==> config.mk <==
export PLATFORM = sky130hd
export DESIGN_NAME = fts_post
export DESIGN_NICKNAME = d
export VERILOG_FILES = /design/src/rtl/fts_pkg.sv /design/src/rtl/fts_post.sv
export VERILOG_INCLUDE_DIRS = /design/src /design/src/rtl
export SDC_FILE = /design/constraint.sdc
export NUM_CORES = 2
export LEC_CHECK = 0
export BUFFER_PORTS_ARGS = -buffer_cell sky130_fd_sc_hd__buf_2
export CORE_MARGIN = 3
export CORE_UTILIZATION = 45
export CTS_CLUSTER_DIAMETER = 30
export CTS_CLUSTER_SIZE = 20
export DETAILED_ROUTE_END_ITERATION = 8
export SYNTH_ARGS = -nofsm -noshare
export SYNTH_HDL_FRONTEND = slang
export SYNTH_SLANG_ARGS = --single-unit
==> constraint.sdc <==
create_clock -name clk -period 11.8 [get_ports clk]
set_input_delay 1.18 -clock clk [delete_from_list [all_inputs] [get_ports clk]]
set_output_delay 1.18 -clock clk [all_outputs]
set_load 0.01 [all_outputs]
==> src/rtl/follow_target_steering_macros.svh <==
// Assertion macros shared by the follow_target_steering RTL.
// Included by files that carry concurrent checks; depends on nothing.
`ifndef FOLLOW_TARGET_STEERING_MACROS_SVH
`define FOLLOW_TARGET_STEERING_MACROS_SVH

// Implication checked on every clock edge outside reset.
`define FTS_ASSERT_IMPL(label, clk, rst, ante, cons, msg) \
  label: assert property (@(posedge clk) disable iff (rst) (ante) |-> (cons)) \
    else $error(msg);

// Condition that must never hold outside reset.
`define FTS_ASSERT_NEVER(label, clk, rst, cond, msg) \
  label: assert property (@(posedge clk) disable iff (rst) !(cond)) else $error(msg);

`endif

==> src/rtl/fts_pkg.sv <==
// Package for follow_target_steering: widths, register codes, CORDIC types and
// the arctangent table. Depends on nothing.
`default_nettype none
package fts_pkg;

  localparam int ANGLE_STEPS = 16;
  localparam int VW = 60;
  localparam int AW = 32;

  localparam logic [2:0] REG_MODE  = 3'd0;
  localparam logic [2:0] REG_TGAIN = 3'd1;
  localparam logic [2:0] REG_LIMIT = 3'd2;
  localparam logic [2:0] REG_GOAL  = 3'd3;
  localparam logic [2:0] REG_AGAIN = 3'd4;

  localparam logic [1:0] MODE_OFF      = 2'd0;
  localparam logic [1:0] MODE_PAN_TILT = 2'd1;
  localparam logic [1:0] MODE_POSITION = 2'd2;
  localparam logic [1:0] MODE_OFF_ALT  = 2'd3;

  typedef struct packed {
    logic signed [VW-1:0] vx;
    logic signed [VW-1:0] vy;
    logic signed [AW-1:0] ang;
  } cordic_t;

  typedef struct packed {
    logic               valid;
    logic               fault;
    logic signed [31:0] y;
    cordic_t            pan;
    cordic_t            tilt;
  } cell_t;

  typedef struct packed {
    logic [1:0]         mode;
    logic signed [23:0] turn_gain;
    logic [16:0]        limit;
    logic [30:0]        goal;
    logic signed [23:0] approach_gain;
  } cfg_t;

  function automatic logic signed [AW-1:0] rot_angle(input logic [4:0] i);
    logic signed [AW-1:0] a;
    case (i)
      5'd0: a = 268435456;  5'd1: a = 158466703; 5'd2: a = 83729454;
      5'd3: a = 42502378;   5'd4: a = 21333666;  5'd5: a = 10677233;
      5'd6: a = 5339919;    5'd7: a = 2670123;   5'd8: a = 1335082;
      5'd9: a = 667543;     5'd10: a = 333772;   5'd11: a = 166886;
      5'd12: a = 83443;     5'd13: a = 41722;    5'd14: a = 20861;
      5'd15: a = 10430;     5'd16: a = 5215;     5'd17: a = 2608;
      5'd18: a = 1304;      5'd19: a = 652;      5'd20: a = 326;
      5'd21: a = 163;       5'd22: a = 81;       5'd23: a = 41;
      5'd24: a = 20;        5'd25: a = 10;       5'd26: a = 5;
      5'd27: a = 3;         5'd28: a = 1;        5'd29: a = 1;
      default: a = 0;
    endcase
    return a;
  endfunction

  function automatic cordic_t cordic_step(input cordic_t c, input logic [4:0] s);
    cordic_t r;
    logic signed [VW-1:0] dx;
    logic signed [VW-1:0] dy;
    dx = c.vy >>> s;
    dy = c.vx >>> s;
    if (!c.vy[VW-1]) begin
      r.vx = c.vx + dx;
      r.vy = c.vy - dy;
      r.ang = c.ang + rot_angle(s);
    end else begin
      r.vx = c.vx - dx;
      r.vy = c.vy + dy;
      r.ang = c.ang - rot_angle(s);
    end
    return r;
  endfunction

endpackage
`default_nettype wire

==> src/rtl/fts_post.sv <==
// Gain products, rounding, saturation and mode selection, then the output register.
// Depends on fts_pkg and the assertion macros.
`default_nettype none
`include "follow_target_steering_macros.svh"
module fts_post
  import fts_pkg::*;
(
  input  wire logic         clk,
  input  wire logic         rst,
  input  wire cfg_t         cfg,
  input  wire cell_t        d,
  output logic              ready,
  output logic              out_valid,
  input  wire logic         out_ready,
  output logic signed [31:0] angular_rate,
  output logic signed [31:0] forward_speed,
  output logic signed [15:0] tilt_degrees,
  output logic              velocity_valid,
  output logic              tilt_valid,
  output logic              turning_only,
  output logic              range_fault
);

  logic                p_valid;
  logic                p_fault;
  logic                p_turn;
  logic signed [41:0]  p_ang;
  logic signed [56:0]  p_fwd;
  logic signed [48:0]  p_tilt;
  logic                o_ready;
  logic                p_ready;
  logic signed [AW-1:0] pan_sum;
  logic signed [17:0]  pan;
  logic [17:0]         pan_mag;
  logic signed [32:0]  range_err;
  logic signed [41:0]  ang_r;
  logic signed [56:0]  fwd_r;
  logic signed [48:0]  tilt_r;
  logic signed [25:0]  ang_s;
  logic signed [40:0]  fwd_s;
  logic signed [18:0]  tilt_s;
  logic                act;
  logic                pos;

  assign o_ready = !out_valid || out_ready;
  assign p_ready = !p_valid || o_ready;
  assign ready = p_ready;

  assign pan_sum = d.pan.ang + AW'(8192);
  assign pan = 18'(pan_sum >>> 14);
  assign pan_mag = pan[17] ? 18'(-pan) : pan;
  assign range_err = 33'(d.y) - 33'($signed({1'b0, cfg.goal}));

  always_ff @(posedge clk) begin
    if (rst) begin
      p_valid <= 1'b0;
    end else if (p_ready) begin
      p_valid <= d.valid;
    end
  end

  always_ff @(posedge clk) begin
    if (p_ready) begin
      p_fault <= d.fault;
      p_turn <= pan_mag > {1'b0, cfg.limit};
      p_ang <= 42'(cfg.turn_gain) * 42'(pan);
      p_fwd <= 57'(cfg.approach_gain) * 57'(range_err);
      p_tilt <= 49'(d.tilt.ang) * 49'sd46080;
    end
  end

  assign ang_r = p_ang + 42'sd32768;
  assign fwd_r = p_fwd + 57'sd32768;
  assign tilt_r = p_tilt + 49'sd536870912;
  assign ang_s = 26'(ang_r >>> 16);
  assign fwd_s = 41'(fwd_r >>> 16);
  assign tilt_s = 19'(tilt_r >>> 30);
  assign act = !p_fault && (cfg.mode == MODE_PAN_TILT || cfg.mode == MODE_POSITION);
  assign pos = act && cfg.mode == MODE_POSITION && !p_turn;

  always_ff @(posedge clk) begin
    if (rst) begin
      out_valid <= 1'b0;
    end else if (o_ready) begin
      out_valid <= p_valid;
    end
  end

  always_ff @(posedge clk) begin
    if (o_ready) begin
      range_fault <= p_fault;
      velocity_valid <= act;
      tilt_valid <= act;
      turning_only <= act && p_turn;
      angular_rate <= act ? 32'(ang_s) : '0;
      if (!pos) begin
        forward_speed <= '0;
      end else if (fwd_s > 41'sd2147483647) begin
        forward_speed <= 32'sh7FFFFFFF;
      end else if (fwd_s < -41'sd2147483648) begin
        forward_speed <= 32'sh80000000;
      end else begin
        forward_speed <= 32'(fwd_s);
      end
      if (!act) begin
        tilt_degrees <= '0;
      end else if (tilt_s > 19'sd7680) begin
        tilt_degrees <= 16'sd7680;
      end else begin
        tilt_degrees <= 16'(tilt_s);
      end
    end
  end

  `FTS_ASSERT_IMPL(a_fault_silent, clk, rst, out_valid && range_fault,
    !velocity_valid && !tilt_valid, "fault item carries a command")
  `FTS_ASSERT_IMPL(a_tilt_cap, clk, rst, out_valid,
    tilt_degrees <= 16'sd7680, "tilt above cap")
  `FTS_ASSERT_IMPL(a_no_cmd_zero, clk, rst, out_valid && !velocity_valid,
    angular_rate == 0 && forward_speed == 0, "command fields set without valid")

endmodule
`default_nettype wire

==> impl_results.md <==
* Seq/Total Area, Yosys at under 10%
* Post-Syn Instances at between 5000 and 6000
* Clk buf depth at 2
* Remaining DRCs at 0
* WHS Path Cells at 0
* Yosys cell types at 84
* Crit path DAT at ~11 ns
* Initial Utilization at a little under half
* Worst clock skew at roughly 0.013 ns
* Least-Margin Pin Slew at approximately 1.1 ns
* Fillers at 11631
* Via count of the first global-routing pass at 42687
* Routed wire length at 140 mm
* Initial antenna violation count at 13
* Boundary pin count at 525
* Buffers added on ports at roughly 270
* Max stage delay on crit path at approximately 0.74 ns
* First-pass GRT wire length at 229 mm
* Slew margin rel. at about 25%
* Die Area at 127000 um^2
* Die Width at about 360 um
* Gr ovfl total at 0
* Top cells by count, synth: 1475 x inv_1, 1288 x fa_1, 804 x nand2_1, 400 x ha_1, 385 x and2_1
* CTS Sinks at 170
* WHS Endpoint: range_fault$_DFFE_PP_
* Post CTS Setup Buffer Count at 0
* Via count at slightly below 40000
* Clock slew at reported path FFs at 0.07 ns
* Root Driver: clkbuf_16
* Share of layout cells above drive strength 1 at 7.57%
* Fin nets at between 8000 and 9000
* Num CTS Buffers at 17
* Syn-to-layout area delta at 7.17%
* Pin count of the biggest net entering global routing at between 70 and 80
* Yosys warning count at 0
* Leading register cell type out of synthesis: edfxtp_1
* Post-Synthesis Mean Instance Area at about 9.3 um^2
* Resized cells post-CTS at 0
* Dpl cell area at a little under 60000 um^2
* Placer congestion estimate at 0.854
* Setup TNS at 0 ns
* Post-DR vias/cell at ~5.2
* Drt pass-1 iters at 5
* WHS at about 0.47 ns
* EDFF count, synth at about 170
* Hold crit path type: flip-flop to flip-flop
* Hold Fails Final Rpt at 0
* Post-CTS Hold Fix Bufs at 0
* DRT antenna net count at 0
* CP max-delay cell: xnor2_2
* Reg2reg end: forward_speed[3]$_SDFFCE_PN0P_
* Core area at between 100000 and 150000 um^2
* Reg2Reg Setup Slack at 8.13 ns
* # H-tree levels at 4
* Fmax achieved at between 0.09 and 0.1 GHz
* R2R Path Start: p_fwd[17]$_DFFE_PP_
* Top cell type by total area after synthesis: fa_1
* Final setup fails at 0
* Max FO, Critical Path at 13
* Crit share post-route at 92.2%
* Drt wl/cell at between 15 and 20 um
* Chip height at about 360 um
* CP dominant cell by count: fa_1
* DP HPWL at 112 mm
* Final instance area at approximately 59000 um^2
* Mapped Nets at between 8000 and 9000
* Rows at roughly 130
* Most frequent cell after synthesis: inv_1
* Post-layout min period at between 10 and 15 ns
* Worst hold start: p_fault$_DFFE_PP_
* Req. time, crit path at about 12 ns
* R2R cell count at 10
* Top post-synthesis cells by area: fa_1 46%, inv_1 10%, edfxtp_1 9.1%
* Status: finished clean
* RSZ-0062 raised after global routing: no
* Max Cap Viol at 0
* Total track usage at around 23%
* Area of the mapped netlist at between 50000 and 60000 um^2
* Crit path kind: primary input to flip-flop
* Post-synth top area share at roughly 46%
* Fin. max-slew vios at 0
* TritonCTS clock tree: done
* #FFs+latches synth at 170
* Iter 0 DRT Violations at 2344
* Clk_lat worst skew at 0.47 ns
* Critical path endpoint category: flip-flop
* CP Launch Type: primary input
* Ys async rst share at 0%
registers in the layout (all words and copies together) (netlist names):
signal         flops
p_turn             1
tilt_valid         1
p_ang             27
tilt_degrees      16
p_tilt            20
p_valid            1
forward_speed     32
angular_rate      26
p_fault            1
p_fwd             42
out_valid          1
turning_only       1
range_fault        1
logic make-up after synthesis:
family                   count (synthesis)  share of synthesized area [%]
AO/OA/AOI/OAI                          381                           4.44
AND/OR/NAND/NOR                       1737                           15.3
XOR/XNOR                               235                           3.71
adder cells (fa/ha/maj)               1688                           55.5
flip-flops                             170                           9.17
buffers and inverters                 1724                           11.8
multiplexers                             5                         0.0948
per-stage QoR:
stage                     setup WS [ns]  utilization (%)  std cells
after CTS                          1.01             48.7       7676
after global placement            0.569             48.2       7644
after detailed placement          0.497             48.2       7644
after floorplan                    1.67                -       5940
after global routing              0.362             48.7       7679
final                             0.923             48.7       7679
layout by cell type, fill, tap and decap left out, types with 6 or more instances in the layout:
| master | count |
|---|---|
| inv_1 | 1474 |
| fa_1 | 1288 |
| nand2_1 | 803 |
| ha_1 | 400 |
| and2_1 | 385 |
| buf_2 | 271 |
| edfxtp_1 | 168 |
| nor2_1 | 154 |
| a21oi_1 | 124 |
| nor2b_1 | 105 |
| xnor2_1 | 102 |
| xor2_1 | 92 |
| o21ai_0 | 67 |
| nand2b_1 | 63 |
| buf_4 | 56 |
| nand3_1 | 53 |
| nand4_1 | 37 |
| nor3_1 | 35 |
| a21o_1 | 34 |
| and3_1 | 31 |
| o21ai_2 | 20 |
| xnor2_2 | 17 |
| clkbuf_16 | 17 |
| xnor2_4 | 16 |
| o21bai_1 | 16 |
| a31oi_1 | 15 |
| o211ai_1 | 14 |
| or2_2 | 14 |
| or3_1 | 12 |
| o21a_1 | 10 |
| and4_1 | 10 |
| a211oi_1 | 9 |
| nor4_1 | 8 |
| o21ai_1 | 8 |
| o31ai_1 | 8 |
| xor2_2 | 6 |
| a211o_1 | 6 |
how the worst max path moves through the flow:
stage                       start             endpoint  depth (start not counted)
after global placement    cfg[24]  p_fwd[56]$_DFFE_PP_                         37
after floorplan            d[304]  p_fwd[56]$_DFFE_PP_                         34
after global routing       d[304]  p_fwd[56]$_DFFE_PP_                         38
after CTS                 cfg[24]  p_fwd[54]$_DFFE_PP_                         36
final                     cfg[24]  p_fwd[54]$_DFFE_PP_                         36
after detailed placement  cfg[24]  p_fwd[56]$_DFFE_PP_                         37
metal layers:
| metal | share of wire (%) | wire [um] | GRT usage, % |
|---|---|---|---|
| met1 | 42 | 58100 | 30.5 |
| met4 | 3.1 | 4350 | 6.43 |
| met3 | 5.7 | 7940 | 3.20 |
| met5 | 0.047 | 66 | 0 |
| met2 | 50 | 69200 | 39.3 |
cell type report:
type	count	area, um^2	area share [%]
repair buffers	327	1780	2.99
clock buffers	17	425	0.716
well taps	1625	2030	3.42
inverters	1476	5540	9.32
diodes	3	7.51	0.0126
multi-input cells	4046	44400	74.7
flip-flops and latches	170	5080	8.56
clock inverters	15	181	0.305
worst max-delay path: cells and delay by family:
kind / cells / cell delay, ns
adders and majority gates: 10 / 4.15
xor gates and xnor gates: 2 / 0.88
buffers and inverters: 9 / 0.74
and+or+nand+nor: 4 / 0.97
AOI/OAI and AO/OA: 11 / 3.16
Power is left out: the tool's default activity adds up to more than one toggle a clock period on the data nets, which glitch-free logic cannot reach.
